`config.mk`:
```
export PLATFORM = sky130hd
export DESIGN_NAME = dual_down_counter_timer
export DESIGN_NICKNAME = d
export VERILOG_FILES = /design/src/hw/rtl/ddct_pkg.sv /design/src/hw/rtl/ddct_timer.sv /design/src/hw/rtl/dual_down_counter_timer.sv
export SDC_FILE = /design/constraint.sdc
export NUM_CORES = 1
export LEC_CHECK = 0
export BUFFER_PORTS_ARGS = -buffer_cell sky130_fd_sc_hd__buf_4
export CORE_MARGIN = 2
export CORE_UTILIZATION = 40
export CTS_CLUSTER_DIAMETER = 50
export CTS_CLUSTER_SIZE = 25
export DETAILED_ROUTE_END_ITERATION = 16
export GPL_TIMING_DRIVEN = 0
export PLACE_DENSITY = 0.62
export SLEW_MARGIN = 20
export SYNTH_ARGS = -nofsm -noshare
export SYNTH_HDL_FRONTEND = slang
export SYNTH_SLANG_ARGS = --single-unit
```
`constraint.sdc`:
```
create_clock -name clk -period 14.8 [get_ports clk]
set_input_delay 1.48 -clock clk [delete_from_list [all_inputs] [get_ports clk]]
set_output_delay 1.48 -clock clk [all_outputs]
set_load 0.02 [all_outputs]
```
`src/hw/rtl/ddct_pkg.sv`:
```
// ----------------------------------------------------------------------------
// ddct_pkg
// Types, register offsets and constants shared by the dual down-counter timer.
// ----------------------------------------------------------------------------
package ddct_pkg;

	localparam logic [1:0] KIND_TICK  = 2'd0;
	localparam logic [1:0] KIND_READ  = 2'd1;
	localparam logic [1:0] KIND_WRITE = 2'd2;

	localparam logic [4:0] REG_LOAD   = 5'h00;
	localparam logic [4:0] REG_VALUE  = 5'h04;
	localparam logic [4:0] REG_CTRL   = 5'h08;
	localparam logic [4:0] REG_INTCLR = 5'h0C;
	localparam logic [4:0] REG_RIS    = 5'h10;
	localparam logic [4:0] REG_MIS    = 5'h14;
	localparam logic [4:0] REG_BGLOAD = 5'h18;

	localparam logic [11:0] OFF_CLKSEL  = 12'h080;
	localparam logic [11:0] OFF_ID_BASE = 12'hFE0;

	localparam int CTL_ONESHOT_BIT  = 0;
	localparam int CTL_WIDE_BIT     = 1;
	localparam int CTL_IE_BIT       = 5;
	localparam int CTL_PERIODIC_BIT = 6;
	localparam int CTL_ENABLE_BIT   = 7;

	localparam logic [7:0]  CTL_WRITE_MASK = 8'hEF;
	localparam logic [7:0]  CTL_RESET      = 8'h20;
	localparam logic [31:0] MASK_16        = 32'h0000_FFFF;
	localparam logic [31:0] MASK_32        = 32'hFFFF_FFFF;
	localparam logic [1:0]  CLKSEL_MASK    = 2'h3;

	localparam logic [1:0] PRESC_DIV16  = 2'd1;
	localparam logic [1:0] PRESC_DIV256 = 2'd2;

	localparam logic [2:0] CFG_ADDR_FAST = 3'd0;

	typedef struct packed {
		logic [1:0]  kind;
		logic [11:0] offset;
		logic [31:0] write_data;
	} ddct_in_t;

	typedef struct packed {
		logic [31:0] read_data;
		logic        irq;
	} ddct_out_t;

	typedef struct packed {
		logic        tick;
		logic        wr;
		logic [4:0]  reg_off;
		logic [31:0] data;
	} ddct_tmr_cmd_t;

	typedef struct packed {
		logic [31:0] reload;
		logic [31:0] value;
		logic [7:0]  ctl;
		logic        raw;
		logic        irq_nx;
	} ddct_tmr_stat_t;

	function automatic logic [7:0] ddct_id_byte(input logic [2:0] idx);
		logic [7:0] b;
		case (idx)
			3'd0:    b = 8'h04;
			3'd1:    b = 8'h18;
			3'd2:    b = 8'h14;
			3'd3:    b = 8'h00;
			3'd4:    b = 8'h0D;
			3'd5:    b = 8'hF0;
			3'd6:    b = 8'h05;
			default: b = 8'hB1;
		endcase
		return b;
	endfunction

endpackage

```
`src/hw/rtl/ddct_timer.sv`:
```
// ----------------------------------------------------------------------------
// ddct_timer
// One down-counting timer: prescaler, counter, reload, control and raw status.
// ----------------------------------------------------------------------------
module ddct_timer (
	input  logic                     clk,
	input  logic                     arst_n,
	input  ddct_pkg::ddct_tmr_cmd_t  cmd,
	output ddct_pkg::ddct_tmr_stat_t stat
);
	import ddct_pkg::*;

	logic [31:0] reload_q, reload_d;
	logic [31:0] count_q, count_d;
	logic [7:0]  ctl_q, ctl_d;
	logic [7:0]  presc_q, presc_d;
	logic        raw_q, raw_d;
	logic        pend_q, pend_d;

	logic [31:0] mask;
	logic [31:0] cnt_base;
	logic [31:0] cnt_masked;
	logic [8:0]  presc_inc;
	logic        expire;

	assign mask       = ctl_q[CTL_WIDE_BIT] ? MASK_32 : MASK_16;
	assign cnt_base   = pend_q ? (reload_q & mask) : count_q;
	assign cnt_masked = cnt_base & mask;
	assign presc_inc  = {1'b0, presc_q} + 9'd1;

	always_comb begin
		case (ctl_q[3:2])
			PRESC_DIV16:  expire = (presc_inc >= 9'd16);
			PRESC_DIV256: expire = (presc_inc >= 9'd256);
			default:      expire = 1'b1;
		endcase
	end

	always_comb begin
		reload_d = reload_q;
		count_d  = count_q;
		ctl_d    = ctl_q;
		presc_d  = presc_q;
		raw_d    = raw_q;
		pend_d   = pend_q;
		if (cmd.tick && ctl_q[CTL_ENABLE_BIT]) begin
			pend_d  = 1'b0;
			count_d = cnt_base;
			if (expire) begin
				presc_d = '0;
				if (cnt_masked == '0) begin
					raw_d = 1'b1;
					if (ctl_q[CTL_ONESHOT_BIT])
						ctl_d[CTL_ENABLE_BIT] = 1'b0;
					else if (ctl_q[CTL_PERIODIC_BIT])
						count_d = reload_q & mask;
					else
						count_d = mask;
				end else begin
					count_d = (cnt_masked - 32'd1) & mask;
				end
			end else begin
				presc_d = presc_inc[7:0];
			end
		end else if (cmd.wr) begin
			case (cmd.reg_off)
				REG_LOAD: begin
					reload_d = cmd.data;
					pend_d   = 1'b1;
				end
				REG_CTRL:   ctl_d    = cmd.data[7:0] & CTL_WRITE_MASK;
				REG_INTCLR: raw_d    = 1'b0;
				REG_BGLOAD: reload_d = cmd.data;
				default: ;
			endcase
		end
	end

	always_ff @(posedge clk or negedge arst_n) begin
		if (!arst_n) begin
			reload_q <= '0;
			count_q  <= MASK_32;
			ctl_q    <= CTL_RESET;
			presc_q  <= '0;
			raw_q    <= 1'b0;
			pend_q   <= 1'b0;
		end else begin
			reload_q <= reload_d;
			count_q  <= count_d;
			ctl_q    <= ctl_d;
			presc_q  <= presc_d;
			raw_q    <= raw_d;
			pend_q   <= pend_d;
		end
	end

	assign stat.reload = reload_q;
	assign stat.value  = count_q & mask;
	assign stat.ctl    = ctl_q;
	assign stat.raw    = raw_q;
	assign stat.irq_nx = raw_d & ctl_d[CTL_IE_BIT];

	a_count_only_on_tick: assert property (@(posedge clk) disable iff (!arst_n)
		!cmd.tick |=> $stable(count_q))
		else $error("counter moved without a tick");

	a_presc_only_on_tick: assert property (@(posedge clk) disable iff (!arst_n)
		!cmd.tick |=> $stable(presc_q))
		else $error("prescaler moved without a tick");

	a_div1_presc_zero: assert property (@(posedge clk) disable iff (!arst_n)
		cmd.tick && ctl_q[CTL_ENABLE_BIT] && ctl_q[3:2] != PRESC_DIV16
		&& ctl_q[3:2] != PRESC_DIV256 |=> presc_q == '0)
		else $error("divide-by-one prescaler not at zero");

endmodule

```
`src/hw/rtl/dual_down_counter_timer.sv`:
```
// ----------------------------------------------------------------------------
// dual_down_counter_timer
// Two down-counting timers fed by a stream of ticks and register accesses.
// ----------------------------------------------------------------------------
//  channel | direction | handshake          | payload
//  in      | input     | in_valid/in_stall  | in_data  (kind, offset, write_data)
//  out     | output    | out_valid/out_stall| out_data (read_data, irq)
//  apb     | input     | psel/penable/pready| paddr, pwdata, prdata
//
//  One beat per cycle sustained unless the result stalls; a beat is held in
//  an input register, its timer updates and read data resolve in one pass,
//  then the result register holds it. The result register bounds the rate.
//  Reset: reload words zero, control 0x20, counters all ones; no clearing pass.
//  A stalled result holds; the input register keeps accepting while the
//  result register is empty or being taken.
// ----------------------------------------------------------------------------
module dual_down_counter_timer (
	input  logic               clk,
	input  logic               arst_n,
	input  logic               in_valid,
	output logic               in_stall,
	input  ddct_pkg::ddct_in_t in_data,
	output logic               out_valid,
	input  logic               out_stall,
	output ddct_pkg::ddct_out_t out_data,
	input  logic               psel,
	input  logic               penable,
	input  logic               pwrite,
	input  logic [2:0]         paddr,
	input  logic [31:0]        pwdata,
	output logic [31:0]        prdata,
	output logic               pready
);
	import ddct_pkg::*;

	logic           s1_valid;
	ddct_in_t       s1_data;
	logic           adv;
	logic           fast_q;
	logic [1:0]     clk_sel_q;
	logic           lo_space;
	logic [31:0]    rd;
	ddct_tmr_cmd_t  cmd [2];
	ddct_tmr_stat_t stat [2];
	ddct_tmr_stat_t sel_stat;

	assign pready = 1'b1;
	assign prdata = {31'b0, fast_q};

	always_ff @(posedge clk or negedge arst_n) begin
		if (!arst_n)
			fast_q <= 1'b0;
		else if (psel && penable && pwrite && pready && paddr == CFG_ADDR_FAST)
			fast_q <= pwdata[0];
	end

	assign adv      = s1_valid && (!out_valid || !out_stall);
	assign in_stall = s1_valid && !adv;

	always_ff @(posedge clk or negedge arst_n) begin
		if (!arst_n)
			s1_valid <= 1'b0;
		else if (!in_stall)
			s1_valid <= in_valid;
	end

	always_ff @(posedge clk) begin
		if (in_valid && !in_stall)
			s1_data <= in_data;
	end

	assign lo_space = (s1_data.offset[11:6] == 6'd0);

	for (genvar g = 0; g < 2; g++) begin : g_tmr
		assign cmd[g].tick    = adv && s1_data.kind == KIND_TICK;
		assign cmd[g].wr      = adv && s1_data.kind == KIND_WRITE && lo_space
		                        && s1_data.offset[5] == 1'(g);
		assign cmd[g].reg_off = s1_data.offset[4:0];
		assign cmd[g].data    = s1_data.write_data;

		ddct_timer u_timer (
			.clk    (clk),
			.arst_n (arst_n),
			.cmd    (cmd[g]),
			.stat   (stat[g])
		);
	end

	always_ff @(posedge clk or negedge arst_n) begin
		if (!arst_n)
			clk_sel_q <= '0;
		else if (adv && s1_data.kind == KIND_WRITE && s1_data.offset == OFF_CLKSEL && fast_q)
			clk_sel_q <= s1_data.write_data[1:0] & CLKSEL_MASK;
	end

	assign sel_stat = stat[s1_data.offset[5]];

	always_comb begin
		rd = '0;
		if (s1_data.kind == KIND_READ) begin
			if (lo_space) begin
				case (s1_data.offset[4:0])
					REG_LOAD:  rd = sel_stat.reload;
					REG_VALUE: rd = sel_stat.value;
					REG_CTRL:  rd = {24'b0, sel_stat.ctl};
					REG_RIS:   rd = {31'b0, sel_stat.raw};
					REG_MIS:   rd = {31'b0, sel_stat.raw & sel_stat.ctl[CTL_IE_BIT]};
					default:   rd = '0;
				endcase
			end else if (s1_data.offset == OFF_CLKSEL) begin
				rd = fast_q ? {30'b0, clk_sel_q} : '0;
			end else if (s1_data.offset >= OFF_ID_BASE && s1_data.offset[1:0] == 2'b00) begin
				rd = {24'b0, ddct_id_byte(s1_data.offset[4:2])};
			end
		end
	end

	always_ff @(posedge clk or negedge arst_n) begin
		if (!arst_n)
			out_valid <= 1'b0;
		else if (adv)
			out_valid <= 1'b1;
		else if (!out_stall)
			out_valid <= 1'b0;
	end

	always_ff @(posedge clk) begin
		if (adv) begin
			out_data.read_data <= rd;
			out_data.irq       <= stat[0].irq_nx | stat[1].irq_nx;
		end
	end

	a_adv_fills_out: assert property (@(posedge clk) disable iff (!arst_n)
		adv |=> out_valid)
		else $error("processed beat did not reach the result register");

	a_s1_holds: assert property (@(posedge clk) disable iff (!arst_n)
		s1_valid && !adv |=> s1_valid && $stable(s1_data))
		else $error("waiting input beat lost or changed");

	a_out_kept: assert property (@(posedge clk) disable iff (!arst_n)
		out_valid && out_stall |=> out_valid)
		else $error("stalled result dropped");

	a_no_adv_when_blocked: assert property (@(posedge clk) disable iff (!arst_n)
		out_valid && out_stall |-> !adv)
		else $error("beat processed over a stalled result");

endmodule
```
==> impl_metrics.csv, run 1 <==
group,metric,value,unit
yosys,synth_top_area_frac,0.1593,
finish,final_area,18680,um^2
worst_hold_path,worstHoldPathCells,2,
yosys,ys_ff_latch,246,
placed_design,dp_hpwl,46870,um
route,viasPerCell,6.366,
power_and_ir_drop,power_frac_seq,0.411,
yosys,synth_cell_types,87,
worst_setup_path,regToRegStartpoint,"g_tmr[0].u_timer.pend_q",
finish,diodes,0,
cts,clkSinkCount,246,
cts,path_clk_slew,0.06,ns
finish,stdcell_count,2426,
grt,grt_max_degree,95,
finish,syn_to_final_growth,17.77,%
yosys,syn_area,15860,um^2
yosys,netlist_top_cells_count,"169 x nand2_1, 127 x nor2_1, 117 x o21ai_0, 101 x dfrtp_1, 97 x clkbuf_1",
finish,final_layout_size_suffix_gt1_frac,0.2039,
route,maxUsedRoutingLayer,"met4",
cts,cts_hold_buf,0,
route,drc,0,
timing,max_freq,150.0,MHz
route,dr.pass1.iters,7,
power_and_ir_drop,powerDensity,95.73,nW/um^2
timing,min_period,6.666,ns
worst_setup_path,start_kind,"register",
cts,cts-root-buf,"clkbuf_16",
floorplanning,core-area,38920,um^2
worst_setup_path,crit_required,15.27,ns
worst_setup_path,worstPathMaxFanout,10,
route,wl_met3,5729,um
grt,grt_overflow,0,
power_and_ir_drop,total_power,1.788,mW
worst_hold_path,holdPathEnd,"out_valid",
route,drt_wl_total,65270,um
yosys,syn_area_per_cell,9.239,um^2
power_and_ir_drop,ir_drop,0.07520,mV
cts,clk_latency,0.58,ns
power_and_ir_drop,leakage,7.857,nW
floorplanning,die_w,203.1,um
worst_setup_path,reg2regPathDepth,15,
timing,fin_crit_sh,0.4504,
floorplanning,rows,72,
timing,worst-slew-pin-transition,1.101,ns
worst_setup_path,rr_endpoint,"g_tmr[0].u_timer.count_q[28]",
power_and_ir_drop,swShare,0.2669,
power_and_ir_drop,clkPwrFrac,0.510,
route,vias,15443,
placed_design,gp_congestion,0.9853,
yosys,ys_seq_area_frac,0.4182,
cts,cts_tree,"done",
route,met2_length,28050,um
timing,timing.hold.ws,0.4927,ns
power_and_ir_drop,intPower,1.311,mW
yosys,ys_async_sr_fraction,0.6789,
floorplanning,dieArea,41270,um^2
grt,antenna_found_initial,1,
cts,cts_setup_buffers,0,
route,met1Wirelength,27970,um
finish,nFillCells,3689,
floorplanning,die_h,203.1,um
floorplanning,io_pins,156,
grt,grt_pass1_wl,97370,um
worst_setup_path,crit_arrival,7.13,ns
yosys,syn_inst,1717,
worst_setup_path,regToRegSetupSlack,8.13,ns
placed_design,placed_cell_area,17400,um^2
finish,multi_input_comb_area,8527,um^2
cts,cts_buffers,36,
grt,gr-usage-all-layers,0.3156,
power_and_ir_drop,p_sw,477.4,uW
status,status,"complete, no violations",
yosys,synth-edff-count,79,
timing,finClkSkew,0.02712,ns
worst_setup_path,startpoint,"g_tmr[0].u_timer.pend_q",
route,ant_nets,0,
placed_design,portBuffers,92,
route,avgRoutedWirePerCell,26.90,um
yosys,yosysWarnings,0,
placed_design,place_ws,8.451,ns
worst_setup_path,critPathKind,"reg -> reg",
timing,tns,0,ns
yosys,yosys-top-cells-area,"dfrtp_1 16%, edfxtp_1 15%, dfstp_2 11%",
timing,setup_viol,0,
timing,hold_viol_final,0,
yosys,yosysTopAreaCell,"dfrtp_1",
cts,cts.repair.resized,0,
finish,register_area,6634,um^2
power_and_ir_drop,p_comb_frac,0.079,
timing,rsz0062_at_grt,"no",
yosys,synthFlopType,"dfrtp_1",
worst_hold_path,hp-class,"reg -> reg",
yosys,yosysMostFrequentCell,"nand2_1",
timing,relSlewSlack,0.2590,
run,drv_cap,0,
placed_design,dpl.cell_count,2360,
timing,maxSlewViolCount,0,
timing,setup_ws,8.134,ns
worst_setup_path,endpoint_kind,"register",
floorplanning,initial_core_util,0.4076,
worst_hold_path,hp-start,"s1_valid",
grt,grt_pass1_vias,14877,
finish,finish.utilization,0.4800,
cts,clock_path_buffers,3,
route,drt_iter0_drc,1814,
cts,h-tree-depth,2,
finish,nets,1978,
-- layout by cell type (no fill, tap or decap), drive strengths merged, types with 25 or more instances in the layout --
cell	synthesis	layout
dfstp	66	66
inv	28	39
and2	41	41
buf	56	151
a31oi	25	25
conb	2	32
nand2	169	169
mux2	85	85
nor2	127	127
mux2i	91	91
o22ai	55	55
dfrtp	101	101
a21oi	77	77
nand3	61	61
edfxtp	79	79
a22oi	39	39
o21ai	120	120
nor3	45	45
clkbuf	97	140
-- worst max path at each step --
stage | to | slack [ns]
CTS | g_tmr[0].u_timer.count_q[28] | 8.39
floorplan | g_tmr[0].u_timer.reload_q[0] | 9.02
finish | g_tmr[0].u_timer.count_q[28] | 8.13
global placement | g_tmr[0].u_timer.count_q[19] | 5.54
global route | g_tmr[0].u_timer.count_q[28] | 8.01
detailed placement | g_tmr[0].u_timer.count_q[28] | 8.45
-- kinds of logic after synthesis --
family	Yosys count	share of synthesized area
compound gates	488	0.2042
xor+xnor	15	0.008282
fa+ha+maj	10	0.007888
buf+inv	182	0.05293
flops	246	0.4182
mux	176	0.1180
other cells	2	0.0004734
simple gates	598	0.1900
-- final cells by class --
cell class	count	share of cell area
flip-flops and latches	246	0.3551
clock inverters	23	0.01339
well taps	518	0.03469
clock buffers	43	0.05525
plain buffers	153	0.03911
repair buffers	95	0.04018
multi-input cells	1319	0.4564
inverters	29	0.005827
-- power groups by stage --
| stage | Combinational [mW] | Sequential, mW | Clock (mW) |
|---|---|---|---|
| 6_report | 0.141 | 0.735 | 0.912 |
| 4_1_cts | 0.140 | 0.735 | 0.926 |
| 5_1_grt | 0.151 | 0.736 | 0.952 |
| 3_3_place_gp | 0.135 | 0.749 | 0 |
| 3_5_place_dp | 0.139 | 0.747 | 0 |
| 2_1_floorplan | 0.0724 | 0.750 | 0 |
-- per-layer routing --
| layer | GRT usage | vias up |
|---|---|---|
| met3 | 0.05960 | 197 |
| li1 | - | 6730 |
| met4 | 0.1551 | 0 |
| met1 | 0.4404 | 7619 |
| met5 | 0 | - |
| met2 | 0.4702 | 897 |
-- worst max-delay path, stage by stage, from the launching register on --
cell and delay [ns]:
dfrtp_1 0.53, buf_6 0.21, buf_4 0.19, clkbuf_1 0.65, clkbuf_1 0.57, buf_1 0.61
clkbuf_1 0.61, mux2i_1 0.38, ha_1 0.28, or4b_2 0.65, a22oi_1 0.29, nand3_1 0.32
nor4_1 0.71, mux2i_1 0.27, mux2i_1 0.09, o221ai_1 0.20
-- registers in the layout, summed over array words and instances, names as in the netlist --
| name | cells |
|---|---|
| g_tmr.u_timer.count_q | 64 |
| g_tmr.u_timer.reload_q | 64 |
| cmd | 37 |
| out_data | 33 |
| g_tmr.u_timer.presc_q | 16 |
| g_tmr.u_timer.ctl_q | 14 |
| s1_data | 9 |
| clk_sel_q | 2 |
| g_tmr.u_timer.pend_q | 2 |
| g_tmr.u_timer.raw_q | 2 |
| fast_q | 1 |
| out_valid | 1 |
| s1_valid | 1 |
Power figures use the tool's default switching activity.
==> inputs of run 2 (changes only) <==
==> constraint.sdc (replaced) <==
create_clock -name clk -period 6.6 [get_ports clk]
set_input_delay 0.66 -clock clk [delete_from_list [all_inputs] [get_ports clk]]
set_output_delay 0.66 -clock clk [all_outputs]
set_load 0.02 [all_outputs]
==> run 2 against run 1 <==
Against the previous run: total power is 120% higher; clock power is 120% higher; flip-flop and latch count did not move; combinational power is 130% higher; final cell count stayed put; core utilization barely moved; fmax grew 2.8%; critical path depth is the same; clock skew is essentially flat; design area hardly changed; setup slack got worse by 8.0 ns; global-route usage is the same; critical path type unchanged.
==> impl_metrics.csv, run 2 (synthesized netlist as in run 1, its figures left out) <==
group,metric,value,unit
finish,syn_to_final_growth,17.81,%
timing,finClkSkew,0.02685,ns
grt,antenna_found_initial,1,
worst_setup_path,slowest_delay,0.66,ns
worst_setup_path,regToRegSetupSlack,0.11,ns
grt,grt_pass1_vias,14877,
floorplanning,die_h,203.1,um
power_and_ir_drop,p_comb_frac,0.079,
timing,min_period,6.487,ns
floorplanning,initial_core_util,0.4076,
timing,setup_viol,0,
floorplanning,dieArea,41270,um^2
power_and_ir_drop,power_frac_seq,0.411,
cts,cts-root-buf,"clkbuf_16",
floorplanning,rows,72,
worst_setup_path,crit_required,7.07,ns
cts,clock_path_buffers,3,
worst_setup_path,cp_top_family,"buffers and inverters",
route,dr.pass1.iters,6,
grt,grt_max_degree,95,
timing,worst-slew-pin-transition,1.084,ns
route,vias,15413,
power_and_ir_drop,swShare,0.2667,
cts,cts_buffers,36,
run,drv_cap,0,
power_and_ir_drop,clkPwrFrac,0.510,
floorplanning,io_pins,156,
route,drt_iter0_drc,1846,
cts,clk_latency,0.57,ns
grt,grt_pass1_wl,97370,um
worst_setup_path,critPathKind,"reg -> reg",
power_and_ir_drop,p_sw,1.070,mW
timing,max_freq,154.2,MHz
floorplanning,die_w,203.1,um
route,avgRoutedWirePerCell,26.93,um
worst_setup_path,crit_path_cell_trace,"buf_6 -> buf_4 -> clkbuf_1 -> clkbuf_1 -> buf_1 -> clkbuf_1 -> mux2i_1 -> ha_1 -> or4b_2 -> a22oi_1 -> nand3_1 -> nor4_2 -> mux2i_1 -> mux2i_1 -> o221ai_1",
route,drc,0,
finish,layout_commonest_cell,"nand2_1",
worst_setup_path,rr_endpoint,"g_tmr[0].u_timer.count_q[28]",
worst_setup_path,reg2regPathDepth,15,
worst_setup_path,start_kind,"register",
placed_design,gp_congestion,0.9853,
timing,setup_ws,0.1131,ns
timing,maxSlewViolCount,0,
finish,layout.cells.most_common_list,"169 x nand2_1, 127 x nor2_1, 126 x buf_4",
route,drt_wl_total,65330,um
status,status,"complete, no violations",
timing,fin_crit_sh,0.9829,
cts,h-tree-depth,2,
finish,diodes,0,
worst_setup_path,critical-path-slowest-cell,"clkbuf_1",
power_and_ir_drop,powerDensity,214.6,nW/um^2
timing,rsz0062_at_grt,"no",
power_and_ir_drop,leakage,7.858,nW
placed_design,place_ws,0.2511,ns
worst_setup_path,crit_arrival,6.95,ns
grt,gr-usage-all-layers,0.3156,
finish,nets,1978,
worst_setup_path,worstPathMaxFanout,10,
power_and_ir_drop,intPower,2.940,mW
timing,hold_viol_final,0,
cts,cts_setup_buffers,0,
power_and_ir_drop,ir_drop,0.1687,mV
worst_setup_path,endpoint_kind,"register",
worst_hold_path,hp-class,"in -> async",
worst_setup_path,cp_num_buf_inv,6,
cts,path_clk_slew,0.06,ns
timing,relSlewSlack,0.2705,
placed_design,dp_hpwl,46870,um
cts,cts_tree,"done",
placed_design,portBuffers,92,
route,ant_nets,0,
floorplanning,core-area,38920,um^2
cts,clkSinkCount,246,
timing,timing.hold.ws,0.08855,ns
finish,final_layout_size_suffix_gt1_frac,0.2044,
worst_setup_path,regToRegStartpoint,"g_tmr[0].u_timer.pend_q",
route,viasPerCell,6.353,
grt,grt_overflow,0,
==> run 2: cell counts in the layout (fill, tap and decap cells not counted) <==
Identical to the previous run, type by type.
==> run 2: how the worst max path moves through the flow <==
stage                            startpoint  depth (start not counted)  slack [ns]                           end
floorplan                         out_stall                          6        1.64  g_tmr[0].u_timer.reload_q[0]
global placement                  out_stall                          7       -1.84  g_tmr[0].u_timer.count_q[19]
detailed placement  g_tmr[0].u_timer.pend_q                         15        0.25  g_tmr[0].u_timer.count_q[28]
CTS                 g_tmr[0].u_timer.pend_q                         15        0.19  g_tmr[0].u_timer.count_q[28]
global route        g_tmr[0].u_timer.pend_q                         15       0.005  g_tmr[0].u_timer.count_q[28]
finish              g_tmr[0].u_timer.pend_q                         15        0.11  g_tmr[0].u_timer.count_q[28]
==> run 2: layer usage <==
layer / vias to the layer above / wire, um / track usage
met3: 201 / 5753 / 0.05960
met5: - / 0 / 0
li1: 6734 / - / -
met1: 7552 / 28100 / 0.4404
met2: 926 / 28150 / 0.4702
met4: 0 / 3329 / 0.1551
==> run 2: power groups by stage <==
| stage | clock (mW) | sequential, mW | combinational, mW |
|---|---|---|---|
| 5_1_grt | 2.14 | 1.65 | 0.338 |
| 3_5_place_dp | 0 | 1.68 | 0.312 |
| 2_1_floorplan | 0 | 1.68 | 0.162 |
| 3_3_place_gp | 0 | 1.68 | 0.303 |
| 4_1_cts | 2.08 | 1.65 | 0.313 |
| 6_report | 2.04 | 1.65 | 0.318 |
==> run 2: what timing repair did <==
item | 4_1_cts | 5_1_grt
setup endpoints to repair | 0 | 1
hold buffers | 0 | 0
gates resized for setup | 0 | 1
==> run 2: layout make-up <==
type	instances	area, um^2
Fill cell	3687	20230
Clock inverter	23	250.2
Multi-Input combinational cell	1319	8533
Timing Repair Buffer	95	750.7
Buffer	153	730.7
Inverter	29	108.9
Tap cell	518	648.1
Clock buffer	43	1032
Sequential cell	246	6634
==> run 2: through the flow <==
step / setup TNS (ns) / util / power [mW] / cells / area [um^2]
floorplan: 0 / - / 1.843 / 1747 / 15980
global placement: -151.38 / 0.4449 / 1.981 / 2357 / 17310
detailed placement: 0 / 0.4471 / 1.987 / 2360 / 17400
CTS: 0 / 0.4800 / 4.037 / 2426 / 18680
global route: 0 / 0.4802 / 4.125 / 2426 / 18690
finish: 0 / 0.4802 / 4.010 / 2426 / 18690
==> inputs of run 3 (changes only) <==
--- a/config.mk
+++ b/config.mk
@@ -11,7 +11,6 @@
 export CTS_CLUSTER_DIAMETER = 50
 export CTS_CLUSTER_SIZE = 25
 export DETAILED_ROUTE_END_ITERATION = 16
-export GPL_TIMING_DRIVEN = 0
 export PLACE_DENSITY = 0.62
 export SLEW_MARGIN = 20
 export SYNTH_ARGS = -nofsm -noshare
==> run 3 against run 2 <==
Against the previous run: total power down 5.8%; critical path depth down 5; fmax up 46%; core utilization down 1.7 points; highest routed layer unchanged.
==> impl_metrics.csv, run 3 (synthesized netlist as in run 1, its figures left out) <==
group,metric,value,unit
status,status,"complete, no violations",
route,drt_iter0_drc,1614,
placed_design,dpl.cell_count,2235,
power_and_ir_drop,powerDensity,209.6,nW/um^2
placed_design,portBuffers,92,
cts,cts-root-buf,"clkbuf_16",
floorplanning,io_pins,156,
cts,h-tree-depth,2,
finish,stdcell_count,2296,
cts,clkSinkCount,246,
timing,hold_viol_final,0,
cts,cts_buffers,34,
finish,register_area,6636,um^2
cts,path_clk_slew,0.06,ns
worst_setup_path,worstPathMaxFanout,45,
cts,cts.repair.resized,0,
worst_setup_path,regToRegStartpoint,"g_tmr[1].u_timer.pend_q",
worst_setup_path,rr_endpoint,"g_tmr[1].u_timer.count_q[20]",
grt,grt_pass1_vias,13621,
floorplanning,core-area,38920,um^2
finish,layout_commonest_cell,"nand2_1",
route,avgRoutedWirePerCell,22.56,um
grt,grt_max_degree,64,
timing,worst-slew-pin-transition,1.084,ns
worst_setup_path,crit_required,7.04,ns
worst_setup_path,start_kind,"register",
grt,grt_pass1_wl,80270,um
timing,tns,0,ns
power_and_ir_drop,leakage,7.571,nW
placed_design,dp_hpwl,35070,um
grt,gr-usage-all-layers,0.2501,
worst_setup_path,crit_arrival,4.87,ns
cts,cts_setup_buffers,0,
floorplanning,die_h,203.1,um
worst_setup_path,endpoint_kind,"register",
route,vias,14322,
finish,nets,1851,
power_and_ir_drop,ir_drop,0.2110,mV
timing,max_freq,225.6,MHz
floorplanning,die_w,203.1,um
finish,layout.cells.most_common_list,"169 x nand2_1, 124 x nor2_1, 122 x buf_4",
grt,grt_overflow,0,
worst_setup_path,reg2regPathDepth,10,
timing,min_period,4.433,ns
placed_design,gp_congestion,0.9063,
timing,fin_crit_sh,0.6716,
worst_hold_path,hp-class,"in -> async",
grt,antenna_found_initial,0,
floorplanning,initial_core_util,0.4076,
finish,syn_to_final_growth,13.62,%
finish,multi_input_comb_area,8554,um^2
power_and_ir_drop,total_power,3.778,mW
worst_setup_path,critPathKind,"reg -> reg",
worst_setup_path,endpoint,"g_tmr[1].u_timer.count_q[20]",
floorplanning,rows,72,
cts,cts_tree,"done",
route,viasPerCell,6.238,
worst_setup_path,regToRegSetupSlack,2.17,ns
timing,rsz0062_at_grt,"no",
run,drv_cap,0,
worst_setup_path,startpoint,"g_tmr[1].u_timer.pend_q",
timing,finClkSkew,0.02152,ns
placed_design,placed_cell_area,16870,um^2
route,ant_nets,0,
finish,nFillCells,3665,
finish,final_layout_size_suffix_gt1_frac,0.2109,
route,drt_wl_total,51810,um
cts,clk_latency,0.53,ns
timing,timing.hold.ws,0.1289,ns
route,dr.pass1.iters,8,
finish,diodes,0,
finish,final_area,18020,um^2
cts,clock_path_buffers,3,
cts,cts_hold_buf,0,
timing,maxSlewViolCount,0,
timing,setup_viol,0,
route,drc,0,
floorplanning,dieArea,41270,um^2
timing,relSlewSlack,0.2767,
-- run 3: worst min-delay path by stage --
stage | from | endpoint | slack, ns | cells after the start
floorplan | arst_n | clk_sel_q[0] | 0.36 | 0
global placement | s1_valid | out_valid | 0.47 | 2
detailed placement | s1_valid | out_valid | 0.48 | 2
CTS | arst_n | g_tmr[1].u_timer.presc_q[3] | 0.14 | 1
global route | arst_n | g_tmr[1].u_timer.reload_q[9] | 0.16 | 1
finish | arst_n | g_tmr[1].u_timer.presc_q[3] | 0.13 | 1
-- run 3: per-layer routing --
| metal | share of wire | global-route usage | vias up |
|---|---|---|---|
| met2 | 0.44 | 0.3832 | 742 |
| met3 | 0.084 | 0.03979 | 135 |
| li1 | - | - | 6487 |
| met5 | 0 | 0 | - |
| met4 | 0.047 | 0.1225 | 0 |
| met1 | 0.42 | 0.3450 | 6958 |
-- run 3: final cells by class --
class | count | area share
clock inverter | 23 | 0.01451
multi-input combinational | 1319 | 0.4746
timing repair buffer | 123 | 0.05144
sequential | 246 | 0.3682
inverter | 29 | 0.006040
clock buffer | 38 | 0.04922
tap | 518 | 0.03596
-- run 3: worst max-delay path, stage by stage, from the launching register on --
cell and delay [ns]:
dfrtp_2 0.81, buf_4 0.53, nand2_1 0.21, o22ai_1 0.46
nor4_1 0.16, buf_4 0.21, and3_1 0.34, buf_4 0.29
nor2_1 0.80, o21ai_0 0.26, a31oi_1 0.24
-- run 3: stage by stage --
step | setup WS [ns] | utilization
2_1_floorplan | 1.642 | -
6_report | 2.167 | 0.4631
4_1_cts | 2.379 | 0.4631
5_1_grt | 1.964 | 0.4631
3_5_place_dp | 2.415 | 0.4336
3_3_place_gp | 2.480 | 0.4336
-- run 3: power breakdown --
| group | switching [mW] | internal (mW) |
|---|---|---|
| Clock | 0.790 | 1.06 |
| Combinational | 0.181 | 0.0993 |
| Sequential | 0.0273 | 1.62 |
